`config.mk`:
```
export PLATFORM = sky130hd
export DESIGN_NAME = job_sequencing_with_deadlines_top
export DESIGN_NICKNAME = d
export VERILOG_FILES = /design/src/hw/rtl/jsd_pkg.sv /design/src/hw/rtl/jsd_ram.sv /design/src/hw/rtl/jsd_ctrl.sv /design/src/hw/rtl/jsd_dpath.sv /design/src/hw/rtl/job_sequencing_with_deadlines_top.sv
export VERILOG_INCLUDE_DIRS = /design/src /design/src/hw/rtl
export SDC_FILE = /design/constraint.sdc
export NUM_CORES = 1
export LEC_CHECK = 0
export BUFFER_PORTS_ARGS = -buffer_cell sky130_fd_sc_hd__buf_2
export CORE_UTILIZATION = 30
export DETAILED_ROUTE_END_ITERATION = 8
export HOLD_SLACK_MARGIN = 0.12
export SYNTH_ARGS = -nofsm -noshare
export SYNTH_HDL_FRONTEND = slang
export SYNTH_SLANG_ARGS = --single-unit
```
`constraint.sdc`:
```
create_clock -name i_clk -period 10.4 [get_ports i_clk]
set_clock_uncertainty 0.1 [all_clocks]
set_input_delay 0.52 -clock i_clk [delete_from_list [all_inputs] [get_ports i_clk]]
set_output_delay 0.52 -clock i_clk [all_outputs]
set_load 0.03 [all_outputs]
```
`src/hw/rtl/job_sequencing_with_deadlines_top_assert.svh`:
```
// Assertion macros used by the job sequencing datapath.
`ifndef JOB_SEQUENCING_WITH_DEADLINES_TOP_ASSERT_SVH
`define JOB_SEQUENCING_WITH_DEADLINES_TOP_ASSERT_SVH

// Same-cycle implication, disabled while reset is held.
`define JSD_ASSERT_IMPL(lbl, clk, rst_n, ante, cons) \
    lbl: assert property (@(posedge clk) disable iff (!rst_n) (ante) |-> (cons)) \
        else $error("jsd: same-cycle check failed");

// Next-cycle implication, disabled while reset is held.
`define JSD_ASSERT_NEXT(lbl, clk, rst_n, ante, cons) \
    lbl: assert property (@(posedge clk) disable iff (!rst_n) (ante) |=> (cons)) \
        else $error("jsd: next-cycle check failed");

`endif

```
`src/hw/rtl/jsd_pkg.sv`:
```
// Types and constants shared by the job sequencing controller and datapath.
package jsd_pkg;

    localparam int PROFIT_W    = 16;
    localparam int DEADLINE_W  = 6;
    localparam int SLOT_OUT_W  = 6;
    localparam int TOTAL_W     = 20;
    localparam int IN_TDATA_W  = 24;
    localparam int OUT_TDATA_W = 48;
    localparam logic [TOTAL_W-1:0] TOTAL_MAX = 20'hFFFFF;

    typedef struct packed {
        logic [DEADLINE_W-1:0] deadline;
        logic [PROFIT_W-1:0]   profit;
    } t_job;

    localparam int JOB_W = $bits(t_job);

    typedef enum logic [3:0] {
        ST_LOAD,
        ST_CLR,
        ST_I_RD,
        ST_I_LAT,
        ST_J_RD,
        ST_J_CMP,
        ST_I_WR,
        ST_K_RD,
        ST_K_LAT,
        ST_S_RD,
        ST_S_CHK,
        ST_PUT
    } t_state;

    typedef enum logic [3:0] {
        OP_NONE,
        OP_LOAD,
        OP_CLR,
        OP_I_RD,
        OP_I_LAT,
        OP_J_RD,
        OP_J_CMP,
        OP_I_WR,
        OP_K_RD,
        OP_K_LAT,
        OP_S_RD,
        OP_S_CHK,
        OP_PUT
    } t_op;

    typedef struct packed {
        t_op  op;
        logic in_ready;
    } t_cmd;

    typedef struct packed {
        logic clr_last;
        logic sort_skip;
        logic j_last;
        logic i_last;
        logic s_zero;
        logic slot_free;
        logic k_last;
        logic out_free;
    } t_status;

endpackage

```
`src/hw/rtl/jsd_ram.sv`:
```
// Generic single-write, single-read RAM with registered read data.
module jsd_ram #(
    parameter int WIDTH = 8,
    parameter int DEPTH = 16,
    localparam int AW = (DEPTH > 1) ? $clog2(DEPTH) : 1
) (
    input  logic             i_clk,
    input  logic             i_we,
    input  logic [AW-1:0]    i_waddr,
    input  logic [WIDTH-1:0] i_wdata,
    input  logic [AW-1:0]    i_raddr,
    output logic [WIDTH-1:0] o_rdata
);

    logic [WIDTH-1:0] r_mem [DEPTH];
    logic [WIDTH-1:0] r_rdata;

    always_ff @(posedge i_clk) begin
        if (i_we) begin
            r_mem[i_waddr] <= i_wdata;
        end
        r_rdata <= r_mem[i_raddr];
    end

    assign o_rdata = r_rdata;

endmodule

```
`src/hw/rtl/jsd_ctrl.sv`:
```
// Sequencer for loading, clearing, sorting, slot search and result output.
module jsd_ctrl (
    input  logic             i_clk,
    input  logic             i_rst_n,
    input  logic             i_in_valid,
    input  logic             i_in_last,
    input  jsd_pkg::t_status i_status,
    output jsd_pkg::t_cmd    o_cmd
);

    import jsd_pkg::*;

    t_state r_state;
    t_state n_state;

    always_ff @(posedge i_clk) begin
        if (!i_rst_n) begin
            r_state <= ST_LOAD;
        end else begin
            r_state <= n_state;
        end
    end

    always_comb begin
        n_state        = r_state;
        o_cmd.op       = OP_NONE;
        o_cmd.in_ready = 1'b0;
        case (r_state)
            ST_LOAD: begin
                o_cmd.in_ready = 1'b1;
                if (i_in_valid) begin
                    o_cmd.op = OP_LOAD;
                    if (i_in_last) begin
                        n_state = ST_CLR;
                    end
                end
            end
            ST_CLR: begin
                o_cmd.op = OP_CLR;
                if (i_status.clr_last) begin
                    n_state = i_status.sort_skip ? ST_K_RD : ST_I_RD;
                end
            end
            ST_I_RD: begin
                o_cmd.op = OP_I_RD;
                n_state  = ST_I_LAT;
            end
            ST_I_LAT: begin
                o_cmd.op = OP_I_LAT;
                n_state  = ST_J_RD;
            end
            ST_J_RD: begin
                o_cmd.op = OP_J_RD;
                n_state  = ST_J_CMP;
            end
            ST_J_CMP: begin
                o_cmd.op = OP_J_CMP;
                n_state  = i_status.j_last ? ST_I_WR : ST_J_RD;
            end
            ST_I_WR: begin
                o_cmd.op = OP_I_WR;
                n_state  = i_status.i_last ? ST_K_RD : ST_I_RD;
            end
            ST_K_RD: begin
                o_cmd.op = OP_K_RD;
                n_state  = ST_K_LAT;
            end
            ST_K_LAT: begin
                o_cmd.op = OP_K_LAT;
                n_state  = ST_S_RD;
            end
            ST_S_RD: begin
                // Reaching slot zero means no free slot is left for this job.
                if (i_status.s_zero) begin
                    n_state = ST_PUT;
                end else begin
                    o_cmd.op = OP_S_RD;
                    n_state  = ST_S_CHK;
                end
            end
            ST_S_CHK: begin
                o_cmd.op = OP_S_CHK;
                n_state  = i_status.slot_free ? ST_PUT : ST_S_RD;
            end
            ST_PUT: begin
                if (i_status.out_free) begin
                    o_cmd.op = OP_PUT;
                    n_state  = i_status.k_last ? ST_LOAD : ST_K_RD;
                end
            end
            default: begin
                n_state = ST_LOAD;
            end
        endcase
    end

endmodule

```
`src/hw/rtl/jsd_dpath.sv`:
```
// Job store, slot map, sort and search registers, and the result register.
`include "job_sequencing_with_deadlines_top_assert.svh"

module jsd_dpath #(
    parameter int MAX_JOBS   = 16,
    parameter int SLOT_LIMIT = 64
) (
    input  logic                                i_clk,
    input  logic                                i_rst_n,
    input  jsd_pkg::t_cmd                       i_cmd,
    input  jsd_pkg::t_job                       i_in_job,
    input  logic                                i_in_last,
    input  logic                                i_out_ready,
    output jsd_pkg::t_status                    o_status,
    output logic                                o_out_valid,
    output logic [jsd_pkg::OUT_TDATA_W-1:0]     o_out_data,
    output logic                                o_out_last
);

    import jsd_pkg::*;

    localparam int CNTW = $clog2(MAX_JOBS + 1);
    localparam int AW   = (MAX_JOBS > 1) ? $clog2(MAX_JOBS) : 1;
    localparam int SW   = $clog2(SLOT_LIMIT);
    localparam int CW   = (SW > DEADLINE_W) ? SW : DEADLINE_W;

    logic [CNTW-1:0]      r_cnt;
    logic [CNTW-1:0]      r_i;
    logic [CNTW-1:0]      r_j;
    logic [CNTW-1:0]      r_k;
    logic [SW-1:0]        r_s;
    t_job                 r_cur;
    logic [TOTAL_W-1:0]   r_total;
    logic                 r_out_valid;
    logic [PROFIT_W-1:0]  r_out_profit;
    logic [DEADLINE_W-1:0] r_out_deadline;
    logic [SLOT_OUT_W-1:0] r_out_slot;
    logic [TOTAL_W-1:0]   r_out_total;
    logic                 r_out_final;

    logic                 job_we;
    logic [AW-1:0]        job_waddr;
    t_job                 job_wdata;
    logic [AW-1:0]        job_raddr;
    t_job                 job_rdata;
    logic                 slot_we;
    logic [0:0]           slot_wdata;
    logic [0:0]           slot_rdata;

    logic [CNTW:0]        cnt_ext;
    logic [CW-1:0]        dl_ext;
    logic [CW-1:0]        s_start;
    logic [CW-1:0]        s_ext;
    logic [TOTAL_W:0]     sum;
    logic [TOTAL_W-1:0]   total_next;
    logic                 swap;

    jsd_ram #(.WIDTH(JOB_W), .DEPTH(MAX_JOBS)) u_job_ram (
        .i_clk   (i_clk),
        .i_we    (job_we),
        .i_waddr (job_waddr),
        .i_wdata (job_wdata),
        .i_raddr (job_raddr),
        .o_rdata (job_rdata)
    );

    jsd_ram #(.WIDTH(1), .DEPTH(SLOT_LIMIT)) u_slot_ram (
        .i_clk   (i_clk),
        .i_we    (slot_we),
        .i_waddr (r_s),
        .i_wdata (slot_wdata),
        .i_raddr (r_s),
        .o_rdata (slot_rdata)
    );

    assign cnt_ext = {1'b0, r_cnt};
    assign dl_ext  = CW'(job_rdata.deadline);
    assign s_start = (dl_ext > CW'(SLOT_LIMIT - 1)) ? CW'(SLOT_LIMIT - 1) : dl_ext;
    assign s_ext   = CW'(r_s);
    assign swap    = (r_cur.profit < job_rdata.profit);
    assign sum     = {1'b0, r_total} + (TOTAL_W + 1)'(r_cur.profit);
    assign total_next = (sum > {1'b0, TOTAL_MAX}) ? TOTAL_MAX : sum[TOTAL_W-1:0];

    always_comb begin
        job_we     = 1'b0;
        job_waddr  = r_cnt[AW-1:0];
        job_wdata  = i_in_job;
        job_raddr  = r_k[AW-1:0];
        slot_we    = 1'b0;
        slot_wdata = 1'b0;
        case (i_cmd.op)
            OP_LOAD: begin
                job_we = (r_cnt < CNTW'(MAX_JOBS));
            end
            OP_CLR: begin
                slot_we = 1'b1;
            end
            OP_I_RD: begin
                job_raddr = r_i[AW-1:0];
            end
            OP_J_RD: begin
                job_raddr = r_j[AW-1:0];
            end
            OP_J_CMP: begin
                job_we    = swap;
                job_waddr = r_j[AW-1:0];
                job_wdata = r_cur;
            end
            OP_I_WR: begin
                job_we    = 1'b1;
                job_waddr = r_i[AW-1:0];
                job_wdata = r_cur;
            end
            OP_S_CHK: begin
                slot_we    = ~slot_rdata[0];
                slot_wdata = 1'b1;
            end
            default: begin
            end
        endcase
    end

    always_ff @(posedge i_clk) begin
        if (!i_rst_n) begin
            r_cnt       <= '0;
            r_total     <= '0;
            r_out_valid <= 1'b0;
        end else begin
            if (i_out_ready) begin
                r_out_valid <= 1'b0;
            end
            case (i_cmd.op)
                OP_LOAD: begin
                    if (r_cnt < CNTW'(MAX_JOBS)) begin
                        r_cnt <= r_cnt + 1'b1;
                    end
                    if (i_in_last) begin
                        r_i     <= '0;
                        r_k     <= '0;
                        r_s     <= '0;
                        r_total <= '0;
                    end
                end
                OP_CLR: begin
                    r_s <= r_s + 1'b1;
                end
                OP_I_RD: begin
                    r_j <= r_i + 1'b1;
                end
                OP_I_LAT: begin
                    r_cur <= job_rdata;
                end
                OP_J_CMP: begin
                    if (swap) begin
                        r_cur <= job_rdata;
                    end
                    r_j <= r_j + 1'b1;
                end
                OP_I_WR: begin
                    r_i <= r_i + 1'b1;
                end
                OP_K_LAT: begin
                    r_cur <= job_rdata;
                    r_s   <= s_start[SW-1:0];
                end
                OP_S_CHK: begin
                    if (slot_rdata[0]) begin
                        r_s <= r_s - 1'b1;
                    end
                end
                OP_PUT: begin
                    r_out_valid    <= 1'b1;
                    r_out_profit   <= r_cur.profit;
                    r_out_deadline <= r_cur.deadline;
                    r_out_slot     <= s_ext[SLOT_OUT_W-1:0];
                    r_out_final    <= o_status.k_last;
                    r_out_total    <= (r_s != '0) ? total_next : r_total;
                    if (r_s != '0) begin
                        r_total <= total_next;
                    end
                    r_k <= r_k + 1'b1;
                    if (o_status.k_last) begin
                        r_cnt <= '0;
                    end
                end
                default: begin
                end
            endcase
        end
    end

    assign o_status.clr_last  = (r_s == SW'(SLOT_LIMIT - 1));
    assign o_status.sort_skip = (r_cnt <= CNTW'(1));
    assign o_status.j_last    = (({1'b0, r_j} + 1'b1) == cnt_ext);
    assign o_status.i_last    = (({1'b0, r_i} + 2'd2) == cnt_ext);
    assign o_status.s_zero    = (r_s == '0);
    assign o_status.slot_free = ~slot_rdata[0];
    assign o_status.k_last    = (({1'b0, r_k} + 1'b1) == cnt_ext);
    assign o_status.out_free  = ~r_out_valid | i_out_ready;

    assign o_out_valid = r_out_valid;
    assign o_out_data  = {r_out_total, r_out_slot, r_out_deadline, r_out_profit};
    assign o_out_last  = r_out_final;

    `JSD_ASSERT_IMPL(a_cnt_bound, i_clk, i_rst_n, 1'b1, r_cnt <= CNTW'(MAX_JOBS))
    `JSD_ASSERT_NEXT(a_reject_keeps_total, i_clk, i_rst_n, (i_cmd.op == OP_PUT) && (r_s == '0), r_out_total == $past(r_total))
    `JSD_ASSERT_NEXT(a_total_monotonic, i_clk, i_rst_n, i_cmd.op != OP_LOAD, r_total >= $past(r_total))
    `JSD_ASSERT_NEXT(a_final_clears_batch, i_clk, i_rst_n, (i_cmd.op == OP_PUT) && o_status.k_last, (r_cnt == '0) && r_out_final)

endmodule

```
`src/hw/rtl/job_sequencing_with_deadlines_top.sv`:
```
// Top level of the greedy job sequencing with deadlines block.
//
//  Channel  Direction  Handshake                        Payload
//  -------  ---------  -------------------------------  ------------------------------
//  s_axis   in         i_s_axis_tvalid/o_s_axis_tready  profit, deadline; tlast ends batch
//  m_axis   out        o_m_axis_tvalid/i_m_axis_tready  profit, deadline, slot, total
//
// Loading takes one cycle per job transfer; jobs beyond MAX_JOBS are dropped.
// After the last job, a clearing pass sweeps the slot map RAM, then the exchange sort orders
// the n stored jobs by profit, highest first. Each result reads its job and probes the slot
// map down from its deadline, capped at SLOT_LIMIT-1, until it finds a free slot or reaches
// slot zero. Reset is synchronous and active low and clears the sequencer, the job count,
// the total and the output valid flag; a stalled output holds its register.
module job_sequencing_with_deadlines_top #(
    parameter int MAX_JOBS   = 16,
    parameter int SLOT_LIMIT = 64
) (
    input  logic                                i_clk,
    input  logic                                i_rst_n,
    input  logic                                i_s_axis_tvalid,
    output logic                                o_s_axis_tready,
    // [15:0] job_profit, [21:16] job_deadline, [23:22] zero fill
    input  logic [jsd_pkg::IN_TDATA_W-1:0]      i_s_axis_tdata,
    input  logic                                i_s_axis_tlast,
    output logic                                o_m_axis_tvalid,
    input  logic                                i_m_axis_tready,
    // [15:0] out_profit, [21:16] out_deadline, [27:22] assigned_slot,
    // [47:28] running_total
    output logic [jsd_pkg::OUT_TDATA_W-1:0]     o_m_axis_tdata,
    output logic                                o_m_axis_tlast
);

    import jsd_pkg::*;

    t_cmd    cmd;
    t_status status;
    t_job    in_job;

    // The job fields sit in the low bits of the input word, profit first.
    assign in_job = i_s_axis_tdata[JOB_W-1:0];
    assign o_s_axis_tready = cmd.in_ready;

    jsd_ctrl u_ctrl (
        .i_clk      (i_clk),
        .i_rst_n    (i_rst_n),
        .i_in_valid (i_s_axis_tvalid),
        .i_in_last  (i_s_axis_tlast),
        .i_status   (status),
        .o_cmd      (cmd)
    );

    // The datapath owns the job RAM, the slot map RAM and the result register.
    jsd_dpath #(
        .MAX_JOBS   (MAX_JOBS),
        .SLOT_LIMIT (SLOT_LIMIT)
    ) u_dpath (
        .i_clk       (i_clk),
        .i_rst_n     (i_rst_n),
        .i_cmd       (cmd),
        .i_in_job    (in_job),
        .i_in_last   (i_s_axis_tlast),
        .i_out_ready (i_m_axis_tready),
        .o_status    (status),
        .o_out_valid (o_m_axis_tvalid),
        .o_out_data  (o_m_axis_tdata),
        .o_out_last  (o_m_axis_tlast)
    );

endmodule
```
Yosys cells after proc, flatten, opt, wreduce, memory -nomap -nowiden

Memories as Yosys holds them, arrays and structs flattened. A register that Yosys moved wholly into a read port is not among the register bits.
Index checks and enable logic that the tools add are counted.

Flip-flop bits (word level): 122
Memories: 2
Word-level logic and storage cells: 134
RAM bits: 416

Memories:

| memory                   | words | width | rd ports | clocked after Yosys merged registers in | write ports | RTL line      | text |
|---|---|---|---|---|---|---|---|
| u_dpath.u_job_ram.r_mem  | 16    | 22    | 1        | 1                                       | 1           | jsd_ram.sv:15 | `logic [WIDTH-1:0] r_mem [DEPTH];` |
| u_dpath.u_slot_ram.r_mem | 64    | 1     | 1        | 1                                       | 1           | jsd_ram.sv:15 |  |

Bitwise operators: 3
Reduce and logical (&&, ||, !) cells: 20
Eq/ne operators: 34
Magnitude comparators: 5
$add $sub $neg: 10
Mux-type cells: 45

Operator list:

| operator                                                                           | number |
|---|---|
| 4-bit case mux with 12 select lines                                                | 2 |
| 20-bit two-way mux                                                                 | 3 |
| 22-bit two-way mux                                                                 | 2 |
| 22-bit case mux with 2 select lines                                                | 1 |
| 20-bit case mux with 2 select lines                                                | 1 |
| 5-bit case mux with 2 select lines                                                 | 4 |
| 4-bit by 3-bit == test with 1-bit output (second input constant)                   | 8 |
| 4-bit == test (second input constant)                                              | 7 |
| 4-bit two-way mux                                                                  | 6 |
| 6-bit case mux with 4 select lines                                                 | 1 |
| 20-bit by 16-bit adder with 21-bit output                                          | 1 |
| 21-bit by 20-bit greater-than comparator with 1-bit output (second input constant) | 1 |
| 5-bit by 1-bit adder with 5-bit output (second input constant)                     | 4 |
| 6-bit by 5-bit == test with 1-bit output                                           | 3 |
| 6-bit two-way mux                                                                  | 3 |
| 4-bit by 2-bit == test with 1-bit output (second input constant)                   | 4 |
| 16-bit < comparator                                                                | 1 |
| 4-bit case mux with 2 select lines                                                 | 2 |
| 5-bit two-way mux                                                                  | 3 |
| 2-bit != test (second input constant)                                              | 7 |
| 5-bit by 1-bit adder with 6-bit output (second input constant)                     | 2 |
| 3-bit AND reduction                                                                | 4 |
| 1-bit two-way mux                                                                  | 10 |
| 2-bit nonzero test                                                                 | 5 |
| 22 further kinds                                                                   | 32 |

Longest topological paths before layout

Gate-level depths: netlist of run 1.

Word-level depth: 8
Mapped depth: 12
Gate-level depth less buffers: 10

Modules after synthesis

Synthesis of run 1 repeated with hierarchy kept, for this count alone.

Cells, all modules: 1553
Area total of the unflattened synthesis: 24084.3 µm²

By module, submodules not included:

| module                        | times used | area an instance (µm²) | cells an instance |
|---|---|---|---|
| jsd_ram at u_dpath.u_job_ram  | 1          | 13822.0                | 583 |
| jsd_dpath                     | 1          | 6869.1                 | 704 |
| jsd_ram at u_dpath.u_slot_ram | 1          | 2914.0                 | 204 |
| jsd_ctrl                      | 1          | 479.2                  | 62 |

Worst setup path before layout of run 1

No wires, ideal clock.

Path type: reg-to-reg
From: reg u_ctrl.r_state[0]
To: reg u_dpath.r_s[5] (data pin)
Arrival: 4148 ps
Stages on the path, launching flop included: 13
Library setup time: 176 ps
Path slack: 5976 ps
Required time: 10124 ps
Cell sequence: dfxtp_1 > buf_2 > buf_1 > nand2b_1 > nor2_1 > ha_1 > a21o_1 > a21oi_1 > o21bai_1 > a21oi_1 > xor2_1 > mux2i_1 > o32ai_1

Longest elaborated chain between the ends: 4
Elaborated cells on any way between the ends: 18

Ends and longest elaborated chain:

| what                                  | RTL line         | text |
|---|---|---|
| from (decl)                           | jsd_ctrl.sv:13   | `t_state r_state;` |
| from (signal assigned)                | jsd_ctrl.sv:20   | `r_state <= n_state;` |
| 4-bit == test (tied with other cells) | jsd_ctrl.sv:28   | `case (r_state)` |
| 4-bit case mux with 12 select lines * | jsd_ctrl.sv:28   |  |
| 4-bit == test (tied with other cells) | jsd_dpath.sv:132 | `case (i_cmd.op)` |
| 6-bit case mux with 4 select lines *  | jsd_dpath.sv:132 |  |
| to (signal assigned)                  | jsd_dpath.sv:145 | `r_s <= r_s + 1'b1;` |
| to (signal assigned)                  | jsd_dpath.sv:164 | `r_s <= s_start[SW-1:0];` |
| to (signal assigned)                  | jsd_dpath.sv:168 | `r_s <= r_s - 1'b1;` |
| to (decl)                             | jsd_dpath.sv:31  | `logic [SW-1:0] r_s;` |

Mark *: on every way between the ends. The rest lies on a longest branch, timed or not.
A chain may end at the register's enable or synchronous reset.

Worst setup path after layout of run 1

From: reg u_ctrl.r_state[1]
To: reg u_dpath.u_job_ram.r_rdata[0] (netlist: u_dpath.u_job_ram.o_rdata[0]) (read register of u_dpath.u_job_ram.r_mem)

Longest elaborated chain between the ends: 4
Elaborated cells on any way between the ends: 16

Ends and longest elaborated chain:

| what                                                                                                 | RTL line        | text |
|---|---|---|
| 4-bit == test (tied with other cells)                                                                | jsd_ctrl.sv:28  |  |
| 4-bit case mux with 12 select lines *                                                                | jsd_ctrl.sv:28  |  |
| 4-bit by 3-bit == test with 1-bit output or 4-bit by 2-bit == test with 1-bit output (tied branches) | jsd_dpath.sv:91 | `case (i_cmd.op)` |
| 4-bit case mux with 2 select lines *                                                                 | jsd_dpath.sv:91 |  |
| to (decl)                                                                                            | jsd_ram.sv:16   | `logic [WIDTH-1:0] r_rdata;` |

Marks and branches as above.

==> results of run 1 <==
## power breakdown
part	switching, mW	internal (mW)	leakage (nW)
logic	0.407	0.183	3.96
registers	0.0504	2.53	5.17
clock network	0.850	1.10	0.850
## cells by family (layout without fill, tap and decap cells)
family | count (synthesis) | in the layout
AOI/OAI and AO/OA | 306 | 306
xor gates and xnor gates | 44 | 44
adders and majority gates | 43 | 43
buffers and inverters | 146 | 242
DFF | 561 | 561
muxes | 115 | 115
other | 0 | 1
and+or+nand+nor | 813 | 813
## per-layer routing
layer / up-vias / GRT usage
met4: 0 / 0.0449
met5: - / 0
met3: 103 / 0.0232
met2: 479 / 0.265
met1: 8109 / 0.178
li1: 7615 / -
## flip-flops by register name, indices dropped and copies added (netlist names)
signal	flops
u_dpath.u_job_ram.r_mem	352
u_dpath.u_slot_ram.r_mem	64
u_dpath.r_cur	22
u_dpath.u_job_ram.o_rdata	22
u_dpath.r_out_total	20
u_dpath.r_total	20
u_dpath.r_out_profit	16
u_dpath.r_out_deadline	6
u_dpath.r_out_slot	6
u_dpath.r_s	6
u_dpath.r_cnt	5
u_dpath.r_i	5
u_dpath.r_j	5
u_dpath.r_k	5
u_ctrl.r_state	4
u_dpath.o_out_last	1
u_dpath.o_out_valid	1
u_dpath.u_slot_ram.o_rdata	1
## layout by cell type (no fill, tap or decap), types with 41 or more instances in the layout
cell type,n
a21oi_1,58
clkbuf_16,53
dfxtp_1,53
buf_2,77
o211ai_1,51
mux2i_1,80
nand2_1,382
nor2_1,161
ha_1,41
edfxtp_1,508
nand3_1,118
## layout make-up
class | count | area, µm² | share of cell area
inverters | 29 | 109 | 0.00385
diodes | 1 | 2.50 | 0.0000884
flip-flops and latches | 561 | 16300 | 0.576
clock buffers | 65 | 1410 | 0.0499
repair buffers | 114 | 663 | 0.0234
well taps | 1070 | 1340 | 0.0473
clock inverters | 34 | 330 | 0.0117
multi-input cells | 1321 | 8140 | 0.287
## worst max-delay path by stage
| stage | startpoint | end | cells past startpoint | slack (ps) |
|---|---|---|---|---|
| floorplan | u_ctrl.r_state[0]$_SDFFE_PN0P_ | u_dpath.r_s[5]$_DFFE_PP_ | 12 | 5980 |
| global placement | u_ctrl.r_state[1]$_SDFFE_PN0P_ | u_dpath.u_job_ram.o_rdata[17]$_DFF_P_ | 9 | 6090 |
| detailed placement | u_ctrl.r_state[1]$_SDFFE_PN0P_ | u_dpath.u_job_ram.o_rdata[0]$_DFF_P_ | 9 | 6010 |
| CTS | u_ctrl.r_state[1]$_SDFFE_PN0P_ | u_dpath.u_job_ram.o_rdata[0]$_DFF_P_ | 9 | 5980 |
| global route | u_ctrl.r_state[1]$_SDFFE_PN0P_ | u_dpath.u_job_ram.o_rdata[0]$_DFF_P_ | 9 | 5590 |
| finish | u_ctrl.r_state[1]$_SDFFE_PN0P_ | u_dpath.u_job_ram.o_rdata[0]$_DFF_P_ | 9 | 5920 |
==> reports/metrics.yaml, run 1 <==
status: "finished, final reports clean"
dr_total_vias: 16306
postRouteAntennaNets: 0
ir_worst_vdd_mv: 0.127
synth_ff_type: "edfxtp_1"
cts.sinks: 561
place_congestion: 0.896
core_um2: 82500
grt_max_degree: 104
drtIter0Drc: 1169
finalMaxSlewViolations: 0
synth_most_common_cell: "edfxtp_1"
synth_compound_area_frac: 0.0876
area_delta_synth_final_pct: 12.6
pre_cts_ws_ps: 6010
max_cap_viol_count: 0
critPathKind: "reg2reg"
yosysTopAreaCellShare: 0.607
drive_gt1_frac: 0.136
crit_fanout: 86
synth_simple_gate_area_frac: 0.143
ys_types: 85
die_x_um: 291
cp_slowest_cell: "buf_4"
slew_headroom: 0.180
top_layer: "met4"
r2r_setup_slack_ps: 5920
cts_tree: "done"
place_area_um2: 26600
finalPower_mw: 5.12
post_cts_resized: 0
synthTopCellsByCount: "edfxtp_1 (508), nand2_1 (382), nor2_1 (165), nand3_1 (118), mux2i_1 (80)"
first_global_vias: 16127
numCtsBuffers: 53
synth_top_area_cell: "edfxtp_1"
worstRegToRegCells: 9
synthesis.area_um2: 25100
synth_fa_ha_area_frac: 0.0220
setup_slack_ps: 5920
holdPathEnd: "u_dpath.o_out_valid$_SDFFE_PN0P_"
max_freq_mhz: 223
syn_nets: 2100
hpwl_um: 38800
finalNonFillerCells: 3195
cp_data_arrival_time_ps: 4850
cts_hold_buf: 0
viasPerCell: 5.10
ys_ff_latch: 561
firstDrtPassIters: 5
antenna_found_initial: 0
path_clk_slew_ps: 70
wl_met1_um: 25800
met2_length_um: 32800
synth-xor-area-share: 0.0153
crit_top_cell: "buf_4"
min_from: "i_rst_n"
htreeDepth: 2
pin_count: 80
hold_slack_ps: 213
cpPeakStageDelay_ps: 840
portBuffers: 77
async_reset_ff_frac: 0
leakagePower_nw: 9.97
critPathBufInv: 3
synth-edff-count: 508
cp.required_ps: 10780
period_share: 0.430
cp-start-kind: "flop"
postSynthCellCount: 2028
yosysSeqAreaShare: 0.649
reg2reg_to: "u_dpath.u_job_ram.o_rdata[0]$_DFF_P_"
fin_area_um2: 28300
whs_path_depth: 2
die_h_um: 291
final.setup.tns_ps: 0
num_rows: 105
drc_errors: 0
grt_setup_unrepaired: "no"
grt_usage: 0.147
grt_pass1_wl_um: 96500
overflow: 0
avgSynthCellArea_um2: 12.4
cts_buffer_depth: 3
design.die.area_um2: 85000
yosys_warnings: 0
fin_crit_ps: 4480
cts_setup_buffers: 0
muxShareOfSynthArea: 0.0498
end_kind: "flop"
fin_util: 0.343
wl_per_cell_um: 19.9
fin_nets: 2152
start_util: 0.305
ys_top_cells_by_area: "edfxtp_1 (61%), nand2_1 (5.7%), dfxtp_1 (4.2%), mux2i_1 (3.2%), nor2_1 (2.5%)"
place_inst: 3095
wl_met3_um: 3260
synth_top_family_by_area: "simple AND/OR/NAND/NOR gates"
hold_path.class: "in2reg"
cp_top_family: "buffers and inverters"
root_buffer: "clkbuf_16"
worst_pin_slew_ps: 1230
fill_cells: 8031
reg2reg_from: "u_ctrl.r_state[1]$_SDFFE_PN0P_"
wirelength_um: 63400
insertion_delay_ps: 620
finalHoldViolations: 0
worstPathCellList: "buf_4 -> nor2b_1 -> nand3_1 -> o211ai_1 -> buf_4 -> buf_4 -> mux2i_1 -> o2111ai_1 -> nand3_1"
power_density_nw_per_um2: 181
setup_viol: 0
Note: power is estimated with default switching activity, not from simulation.
==> inputs of run 2 (changes only) <==
==> constraint.sdc (replaced) <==
create_clock -name i_clk -period 4.48 [get_ports i_clk]
set_clock_uncertainty 0.1 [all_clocks]
set_input_delay 0.224 -clock i_clk [delete_from_list [all_inputs] [get_ports i_clk]]
set_output_delay 0.224 -clock i_clk [all_outputs]
set_load 0.03 [all_outputs]
==> reports/metrics.yaml, run 2 (synthesis results as in run 1) <==
critPathKind: "reg2reg"
final_common_cell: "edfxtp_1"
postRouteAntennaNets: 0
leakagePower_nw: 10.3
fill_cells: 7992
grt_usage: 0.145
top_register: "u_dpath.u_job_ram.r_mem"
fin_crit_ps: 3740
wirelength_um: 62600
place_congestion: 0.864
fin_util: 0.351
final_cell_mix: "edfxtp_1 (508), nand2_1 (382), nor2_1 (161)"
worst_pin_slew_ps: 957
first_global_vias: 16015
fin_nets: 2197
path_clk_slew_ps: 60
num_rows: 105
max_cap_viol_count: 0
cp_data_arrival_time_ps: 3940
finalHoldViolations: 0
grt_pass1_wl_um: 95900
reg2reg_to: "u_dpath.u_job_ram.r_mem[14][16]$_DFFE_PP_"
wl_per_cell_um: 19.3
grt_max_degree: 122
drtIter0Drc: 1489
holdPathEnd: "u_dpath.u_job_ram.r_mem[4][20]$_DFFE_PP_"
numCtsBuffers: 56
start_util: 0.305
num_antenna_cells: 0
crit_fanout: 18
dr_total_vias: 16384
insertion_delay_ps: 630
drc_errors: 0
hold_path.class: "in2reg"
antenna_found_initial: 1
cts.sinks: 561
status: "finished, final reports clean"
power_density_nw_per_um2: 428
cts_buffer_depth: 3
whs_path_depth: 2
min_from: "i_s_axis_tdata[20]"
pin_count: 80
cp.required_ps: 4680
post_cts_resized: 0
reg_top3: "u_dpath.u_job_ram.r_mem (352), u_dpath.u_slot_ram.r_mem (64)"
max_freq_mhz: 268
overflow: 0
die_x_um: 291
setup_viol: 0
r2r_setup_slack_ps: 740
startpoint: "u_ctrl.r_state[2]$_SDFFE_PN0P_"
ir_worst_vdd_mv: 0.307
finalMaxSlewViolations: 0
slew_headroom: 0.362
cts_tree: "done"
root_buffer: "clkbuf_16"
final.setup.tns_ps: 0
cp-start-kind: "flop"
reg2reg_from: "u_ctrl.r_state[2]$_SDFFE_PN0P_"
die_h_um: 291
worstRegToRegCells: 7
largest_reg_flops: 352
viasPerCell: 5.05
drive_gt1_frac: 0.142
grt_setup_unrepaired: "no"
area_delta_synth_final_pct: 15.2
htreeDepth: 2
period_share: 0.834
design.die.area_um2: 85000
end_kind: "flop"
core_um2: 82500
hpwl_um: 40500
firstDrtPassIters: 5
portBuffers: 77
run 2: cell count changes in the layout (fill, tap and decap cells not counted), moves of 3 or more:
cell	delta
buf_4	+17
inv_6	-3
bufinv_16	+4
clkbuf_16	+3
buf_12	+6
clkinv_2	-9
dlygate4sd3_1	+19
clkbuf_1	+9
run 2: how the worst max path moves through the flow:
| stage | end | slack [ps] | depth (start not counted) |
|---|---|---|---|
| 4_1_cts | u_dpath.u_job_ram.r_mem[14][16]$_DFFE_PP_ | 760 | 7 |
| 5_1_grt | u_dpath.u_job_ram.r_mem[14][16]$_DFFE_PP_ | 480 | 7 |
| 3_3_place_gp | u_dpath.u_job_ram.r_mem[14][5]$_DFFE_PP_ | 870 | 7 |
| 6_report | u_dpath.u_job_ram.r_mem[14][16]$_DFFE_PP_ | 740 | 7 |
| 3_5_place_dp | u_dpath.u_job_ram.r_mem[14][5]$_DFFE_PP_ | 790 | 7 |
| 2_1_floorplan | u_dpath.r_s[5]$_DFFE_PP_ | 60 | 12 |
run 2: per-stage QoR:
stage / power [mW] / cell area, µm² / std cells / hold slack [ps] / setup WS [ps]
4_1_cts: 12.5 / 29000 / 3243 / 125 / 759
6_report: 12.4 / 29000 / 3243 / 137 / 742
3_3_place_gp: 7.48 / 26800 / 3118 / 315 / 874
3_5_place_dp: 7.52 / 26800 / 3118 / 315 / 787
5_1_grt: 12.8 / 29000 / 3243 / 152 / 482
2_1_floorplan: 7.08 / 25100 / 2028 / 265 / 55.9
run 2: worst max-delay path, stage by stage, from the launching register on:
cell,delay [ps]
dfxtp_1,810
inv_2,270
nor2_1,530
o22ai_1,180
a21oi_2,350
o21ai_0,370
nor3_2,540
buf_12,260
run 2: layout make-up:
cell class                      instances  area (µm²)  share of cell area
Multi-Input combinational cell       1321        8120               0.280
Timing Repair Buffer                  156        1100              0.0380
Clock buffer                           79        1550              0.0535
Tap cell                             1070        1340              0.0462
Inverter                               29         109             0.00376
Clock inverter                         27         420              0.0145
Sequential cell                       561       16300               0.564
run 2: power by group:
group	internal [mW]	switching, mW
sequential	5.87	0.143
combinational	0.462	0.939
clock	2.95	2.02
run 2: what timing repair did:
action | in CTS | in global routing
setup endpoints to repair | 0 | 0
buffers inserted | 0 | 0
endpoints found under the hold margin | 222 | 0
hold buffers | 19 | 0
run 2: per-layer routing:
layer / part of all wire / global-route usage / wire [µm] / up-vias
met5: 0 / 0 / 0 / -
li1: - / - / - / 7698
met2: 0.50 / 0.252 / 31400 / 459
met3: 0.055 / 0.0211 / 3440 / 80
met1: 0.43 / 0.188 / 26600 / 8147
met4: 0.018 / 0.0363 / 1130 / 0
